**src/rtl/core/point_table_nearest_query_assert.svh**
```systemverilog
// Assertion macros shared by the point table RTL.
`ifndef POINT_TABLE_NEAREST_QUERY_ASSERT_SVH
`define POINT_TABLE_NEAREST_QUERY_ASSERT_SVH

// Same-cycle implication, clocked on clk_i, off while rst_ni is low.
`define PTNQ_ASSERT_IMP(lbl, ante, cons, msg) \
  lbl: assert property (@(posedge clk_i) disable iff (!rst_ni) (ante) |-> (cons)) \
    else $error(msg);

// Next-cycle implication.
`define PTNQ_ASSERT_NXT(lbl, ante, cons, msg) \
  lbl: assert property (@(posedge clk_i) disable iff (!rst_ni) (ante) |=> (cons)) \
    else $error(msg);

`endif

```
**src/rtl/core/ptnq_pkg.sv**
```systemverilog
// Package: types and constants of the point table with nearest-point query.
`default_nettype none

package ptnq_pkg;

  localparam int unsigned COORD_BITS    = 16;
  localparam int unsigned HANDLE_W      = 6;
  localparam int unsigned ORDER_W       = 16;
  localparam int unsigned MAX_NODES_DEF = 64;
  // squared difference of two COORD_BITS values fits in 2*COORD_BITS+1 bits
  localparam int unsigned SQ_W          = 2 * COORD_BITS + 1;
  localparam int unsigned DIST_W        = SQ_W + 2;

  localparam logic [1:0] CMD_INSERT = 2'd0;
  localparam logic [1:0] CMD_REMOVE = 2'd1;
  localparam logic [1:0] CMD_NEAR   = 2'd2;

  localparam logic [1:0] ST_OK         = 2'd0;
  localparam logic [1:0] ST_FULL       = 2'd1;
  localparam logic [1:0] ST_BAD_HANDLE = 2'd2;
  localparam logic [1:0] ST_EMPTY      = 2'd3;

  typedef struct packed {
    logic [1:0]                   cmd;
    logic [HANDLE_W-1:0]          handle_in;
    logic signed [COORD_BITS-1:0] coord_x;
    logic signed [COORD_BITS-1:0] coord_y;
    logic signed [COORD_BITS-1:0] coord_z;
  } in_item_t;

  typedef struct packed {
    logic [HANDLE_W-1:0] handle_out;
    logic [1:0]          status;
  } out_item_t;

  // one table slot as held in memory
  typedef struct packed {
    logic                         vld;
    logic [ORDER_W-1:0]           order;
    logic signed [COORD_BITS-1:0] x;
    logic signed [COORD_BITS-1:0] y;
    logic signed [COORD_BITS-1:0] z;
  } entry_t;

  // control that travels with a slot down the distance pipeline
  typedef struct packed {
    logic               live;  // a scan read is in flight in this stage
    logic               hit;   // the slot read is occupied
    logic [ORDER_W-1:0] age;
  } scan_tag_t;

endpackage

`default_nettype wire

```
**src/rtl/core/ptnq_dist.sv**
```systemverilog
// Three-stage squared-distance pipeline: differences, squares, sum.
`default_nettype none

module ptnq_dist #(
  parameter int unsigned IDX_W = 6
) (
  input  wire logic                                    clk_i,
  input  wire logic                                    rst_ni,
  input  wire ptnq_pkg::scan_tag_t                     tag_i,
  input  wire logic [IDX_W-1:0]                        idx_i,
  input  wire logic signed [ptnq_pkg::COORD_BITS-1:0]  px_i,
  input  wire logic signed [ptnq_pkg::COORD_BITS-1:0]  py_i,
  input  wire logic signed [ptnq_pkg::COORD_BITS-1:0]  pz_i,
  input  wire logic signed [ptnq_pkg::COORD_BITS-1:0]  qx_i,
  input  wire logic signed [ptnq_pkg::COORD_BITS-1:0]  qy_i,
  input  wire logic signed [ptnq_pkg::COORD_BITS-1:0]  qz_i,
  output      ptnq_pkg::scan_tag_t                     tag_o,
  output      logic [IDX_W-1:0]                        idx_o,
  output      logic [ptnq_pkg::DIST_W-1:0]             dist_o,
  output      logic                                    busy_o
);

  localparam int unsigned CB    = ptnq_pkg::COORD_BITS;
  localparam int unsigned SQ_W  = ptnq_pkg::SQ_W;
  localparam int unsigned DW    = ptnq_pkg::DIST_W;

  ptnq_pkg::scan_tag_t tag_a_q, tag_b_q, tag_c_q;
  logic [IDX_W-1:0]    idx_a_q, idx_b_q, idx_c_q;
  logic signed [CB:0]  dx_q, dy_q, dz_q;
  logic signed [CB:0]  dx_d, dy_d, dz_d;
  logic signed [2*CB+1:0] px2, py2, pz2;
  logic [SQ_W-1:0]     sqx_q, sqy_q, sqz_q;
  logic [DW-1:0]       dist_d, dist_q;

  // one extra bit keeps the difference exact
  assign dx_d = {qx_i[CB-1], qx_i} - {px_i[CB-1], px_i};
  assign dy_d = {qy_i[CB-1], qy_i} - {py_i[CB-1], py_i};
  assign dz_d = {qz_i[CB-1], qz_i} - {pz_i[CB-1], pz_i};

  assign px2 = dx_q * dx_q;
  assign py2 = dy_q * dy_q;
  assign pz2 = dz_q * dz_q;

  assign dist_d = {2'b00, sqx_q} + {2'b00, sqy_q} + {2'b00, sqz_q};

  always_ff @(posedge clk_i or negedge rst_ni) begin
    if (!rst_ni) begin
      tag_a_q <= '0;
      tag_b_q <= '0;
      tag_c_q <= '0;
    end else begin
      tag_a_q <= tag_i;
      tag_b_q <= tag_a_q;
      tag_c_q <= tag_b_q;
    end
  end

  always_ff @(posedge clk_i) begin
    idx_a_q <= idx_i;
    dx_q    <= dx_d;
    dy_q    <= dy_d;
    dz_q    <= dz_d;
    idx_b_q <= idx_a_q;
    sqx_q   <= px2[SQ_W-1:0];
    sqy_q   <= py2[SQ_W-1:0];
    sqz_q   <= pz2[SQ_W-1:0];
    idx_c_q <= idx_b_q;
    dist_q  <= dist_d;
  end

  assign tag_o  = tag_c_q;
  assign idx_o  = idx_c_q;
  assign dist_o = dist_q;
  assign busy_o = tag_a_q.live | tag_b_q.live | tag_c_q.live;

`include "point_table_nearest_query_assert.svh"

  `PTNQ_ASSERT_IMP(a_dist_latency, tag_o.live, $past(tag_i.live, 3),
                   "distance result without a scan read three cycles earlier")

endmodule

`default_nettype wire

```
**config.mk**
```make
export PLATFORM = sky130hd
export DESIGN_NAME = ptnq_dist
export DESIGN_NICKNAME = d
export VERILOG_FILES = /design/src/rtl/core/ptnq_pkg.sv /design/src/rtl/core/ptnq_dist.sv
export VERILOG_INCLUDE_DIRS = /design/src /design/src/rtl/core
export SDC_FILE = /design/constraint.sdc
export NUM_CORES = 2
export LEC_CHECK = 0
export BUFFER_PORTS_ARGS = -buffer_cell sky130_fd_sc_hd__buf_2
export CAP_MARGIN = 40
export CORE_AREA = 5 5 337 339
export CTS_CLUSTER_DIAMETER = 40
export DETAILED_ROUTE_END_ITERATION = 8
export DIE_AREA = 0 0 342 344
export PLACE_DENSITY = 0.55
export SYNTH_ARGS = -nofsm -noshare
export SYNTH_HDL_FRONTEND = slang
export SYNTH_SLANG_ARGS = --single-unit
```
**constraint.sdc**
```tcl
create_clock -name clk_i -period 18.9 [get_ports clk_i]
set_input_delay 0.945 -clock clk_i [delete_from_list [all_inputs] [get_ports clk_i]]
set_output_delay 0.945 -clock clk_i [all_outputs]
set_load 0.01 [all_outputs]
```
Word-level counts from Yosys, hierarchy flattened --
Cells that the tools add are included.
Word-level totals: bits in writable memories 0, ROM bits 0, memories kept 0, register bits after elaboration 257, output and inout port bits 60, bits in latches 0
Operators by class: $add $sub $neg 5, order comparisons 0, equality and inequality tests 0, mux-type cells 0, reduce and logical (&&, ||, !) cells 0, multipliers 3, shift operators 0, bitwise operators 2, divide/modulo/power cells 0
Operators by type and width (number):
- multiplier 17 x 17 -> 33 bit | 3
- subtractor 16 x 16 -> 17 bit | 3
- adder 34 x 33 -> 35 bit | 1
- adder 33 x 33 -> 34 bit | 1
- OR 1 bit | 2

Logic depth before layout (Yosys ltp) --
depth after elaboration 2, gate-level depth with buffers 25

Worst setup path before layout --
No wires, ideal clock.
kind reg-to-reg, start register dy_q[2], end register sqy_q[24], arrival 6290 ps, cell stages (with the launch flop) 26, clock period less this slack 6363 ps, path slack 12537 ps, setup time 72 ps, required time 18828 ps, cell sequence dfxtp_1 > clkbuf_1 > clkbuf_1 > nand2_1 > fa_1 > inv_1 > fa_1 > inv_1 > fa_1 > inv_1 > fa_1 > fa_1 > inv_1 > fa_1 > inv_1 > ha_1 > and3_1 > a221oi_1 > nand4b_1 > a41o_1 > a21o_1 > a21o_1 > a21o_1 > a41oi_1 > nor2b_1 > xnor2_1
Between the ends: word-level cells in the longest chain between the ends 1
Ends and longest elaborated chain:
- start, declared | RTL line ptnq_dist.sv:29 | logic signed [CB:0] dx_q, dy_q, dz_q;
- start signal, assigned | RTL line ptnq_dist.sv:61 | dy_q <= dy_d;
- multiplier 17 x 17 -> 33 bit | RTL line ptnq_dist.sv:41 | assign py2 = dy_q * dy_q;
- named net py2[24] | RTL line ptnq_dist.sv:31 | logic signed [2*CB+1:0] px2, py2, pz2;
- end signal, assigned | RTL line ptnq_dist.sv:65 | sqy_q <= py2[SQ_W-1:0];
- end, declared | RTL line ptnq_dist.sv:32 | logic [SQ_W-1:0] sqx_q, sqy_q, sqz_q;
The timed path passes the listed nets, and every way through them passes these cells.

Final worst setup path --
start register dy_q[4], end register sqy_q[32]
The elaborated chain is that of the path after synthesis.

==> results.json <==
{
  "whs_ns": 0.3252,
  "final_cell_mix": "inv_1, fa_1, ha_1",
  "post_cts_buffers": 0,
  "finalClockSkew_ns": 0.02318,
  "drt_pre_antenna_iters": 5,
  "grt_pass1_vias": 27760,
  "worstHoldStart": "idx_b_q[2]$_DFF_P_",
  "grt_start_max_net_pins": 55,
  "min_to": "idx_o[2]$_DFF_P_",
  "drive_gt1_share_pct": 7.834,
  "antennaDiodeCount": 0,
  "syn_area_um2": 38210,
  "endpoint_kind": "flop",
  "synth_top_area_cell": "fa_1",
  "path_class": "reg2reg",
  "dp_hpwl_um": 71970,
  "wl_per_cell_um": 15.09,
  "fmax_mhz": 144.3,
  "cts_sinks": 254,
  "die_area_um2": 117600,
  "hold_viol": 0,
  "fp.dieW_um": 342,
  "num-fill-cells": 11010,
  "ctsRootBufferMaster": "clkbuf_16",
  "rsz0062_at_grt": "no",
  "tritoncts": "built",
  "required_ns": 19.40,
  "ant_nets": 0,
  "grt_usage_pct": 15.21,
  "multiInputGateArea_um2": 28500,
  "seqCellArea_um2": 5355,
  "grt_pass1_wl_um": 143600,
  "ys_types": 65,
  "period_minus_slack_ns": 6.928,
  "vias": 24950,
  "htreeDepth": 2,
  "cp_num_buf_inv": 5,
  "cts_buffers": 51,
  "run_status": "finished, final reports clean",
  "layout_commonest_cell": "inv_1",
  "area_growth_syn_to_layout_pct": 11.82,
  "drc": 0,
  "first_iter_violations": 938,
  "clock_latency_ns": 0.64,
  "setup_viol": 0,
  "final_nets": 5364,
  "ys_seq_area_share_pct": 14.01,
  "path_max_fanout": 19,
  "crit_chain": "nand2_1 > fa_1 > inv_1 > fa_1 > inv_1 > fa_1 > inv_1 > fa_1 > fa_1 > inv_1 > fa_1 > inv_1 > ha_1 > and3_1 > a221oi_1 > nand4b_1 > a41o_1 > a21o_1 > a21o_1 > a21o_1 > a41o_1 > o22ai_1 > xnor2_1",
  "synth-main-ff-cell": "dfxtp_1",
  "cp.arrival_ns": 7.43,
  "rows": 122,
  "hold_buffers": 0,
  "worstMarginPinSlew_ns": 0.9213,
  "r2r_slack_ns": 11.97,
  "reg2reg_from": "dy_q[4]$_DFF_P_",
  "synth_top_area_share_pct": 42.91,
  "period_share_pct": 36.66,
  "clk_pin_slew_ns": 0.06,
  "synth_cells": 3901,
  "vias_per_cell": 4.447,
  "r2r-end": "sqy_q[32]$_DFF_P_",
  "slew_viol_final": 0,
  "start_util_pct": 34.72,
  "globalplace.congestion": 0.8483,
  "synth-edff-count": 0,
  "routed_wl_um": 84690,
  "startpoint_type": "flop",
  "grt-ovfl-total": 0,
  "slowest_delay_ns": 0.85,
  "cpMaxStageDelayCell": "dfxtp_1",
  "hp-class": "reg2reg",
  "cts_max_path_buffers": 3,
  "whs_path_depth": 0,
  "port_buffers": 181,
  "core_region_area_um2": 110100,
  "antenna_found_initial": 3,
  "async_reset_ff_share_pct": 21.26,
  "reg2reg_depth": 23,
  "io_pins": 182,
  "tns_ns": 0,
  "ctsResizeCount": 0,
  "dp_slack_ns": 11.99,
  "die_y_um": 344,
  "synth_area_per_cell_um2": 9.795,
  "yosysWarnings": 0,
  "worst_slack_ns": 11.97,
  "cp_top_family": "adder cells",
  "synth_seq_cells": 254,
  "synth_area_leaders": "fa_1, ha_1, inv_1",
  "path_common_cell": "fa_1",
  "relSlewSlack_pct": 38.06,
  "cp-startpoint": "dy_q[4]$_DFF_P_",
  "drv_cap": 0
}
synthesized netlist by cell type (32+ instances only):
cell / number
and2_1: 152
fa_1: 819
dfrtp_1: 54
xor2_1: 44
nor2_1: 151
a21o_1: 49
o21ai_0: 32
inv_1: 1091
xnor2_1: 161
nor2b_1: 55
clkbuf_1: 71
ha_1: 343
a21oi_1: 102
nand2_1: 285
dfxtp_1: 200
flip-flops by register name, summed over array words and instances (netlist names):
name     cells
tag_b_q     18
idx_a_q      6
idx_o        6
sqx_q       32
sqy_q       32
dz_q        17
dist_o      35
sqz_q       32
tag_a_q     18
dx_q        17
idx_b_q      6
tag_o       18
dy_q        17
stage by stage:
stage / std cells / area, µm² / util [%]
3_3_place_gp: 5510 / 40790 / 37.06
5_1_grt: 5611 / 42730 / 38.82
4_1_cts: 5611 / 42730 / 38.82
2_1_floorplan: 3903 / 38220 / -
3_5_place_dp: 5515 / 40850 / 37.12
6_report: 5611 / 42730 / 38.82
area by class of cell:
| class | instances | share of cell area [%] |
|---|---|---|
| multi-input combinational | 2486 | 66.69 |
| tap | 1488 | 4.358 |
| clock buffer | 57 | 3.110 |
| sequential | 254 | 12.53 |
| timing repair buffer | 196 | 2.442 |
| inverter | 1091 | 9.585 |
| clock inverter | 39 | 1.277 |
how the worst max path moves through the flow:
stage,endpoint,slack (ns),depth (start not counted)
finish,sqy_q[32]$_DFF_P_,11.97,23
global route,sqy_q[32]$_DFF_P_,11.46,23
CTS,sqy_q[32]$_DFF_P_,11.93,23
detailed placement,sqy_q[32]$_DFF_P_,11.99,23
global placement,sqy_q[32]$_DFF_P_,12.04,23
floorplan,sqy_q[24]$_DFF_P_,12.54,25
cell families after synthesis:
kind of cell,synth area share [%]
mux,0.08841
flops,14.01
other cells,0.009814
buf+inv,11.43
simple gates,9.676
compound gates,5.943
fa+ha+maj,54.14
xor+xnor,4.699
routing by layer:
| metal | wire [µm] | global-route usage, % |
|---|---|---|
| met5 | 0 | 0 |
| met4 | 2124 | 4.014 |
| met3 | 3344 | 1.884 |
| met2 | 40970 | 25.92 |
| met1 | 38250 | 20.64 |
Power is not shown: default switching activity piles up to over one toggle a cycle in this logic, so the estimate is an artifact.
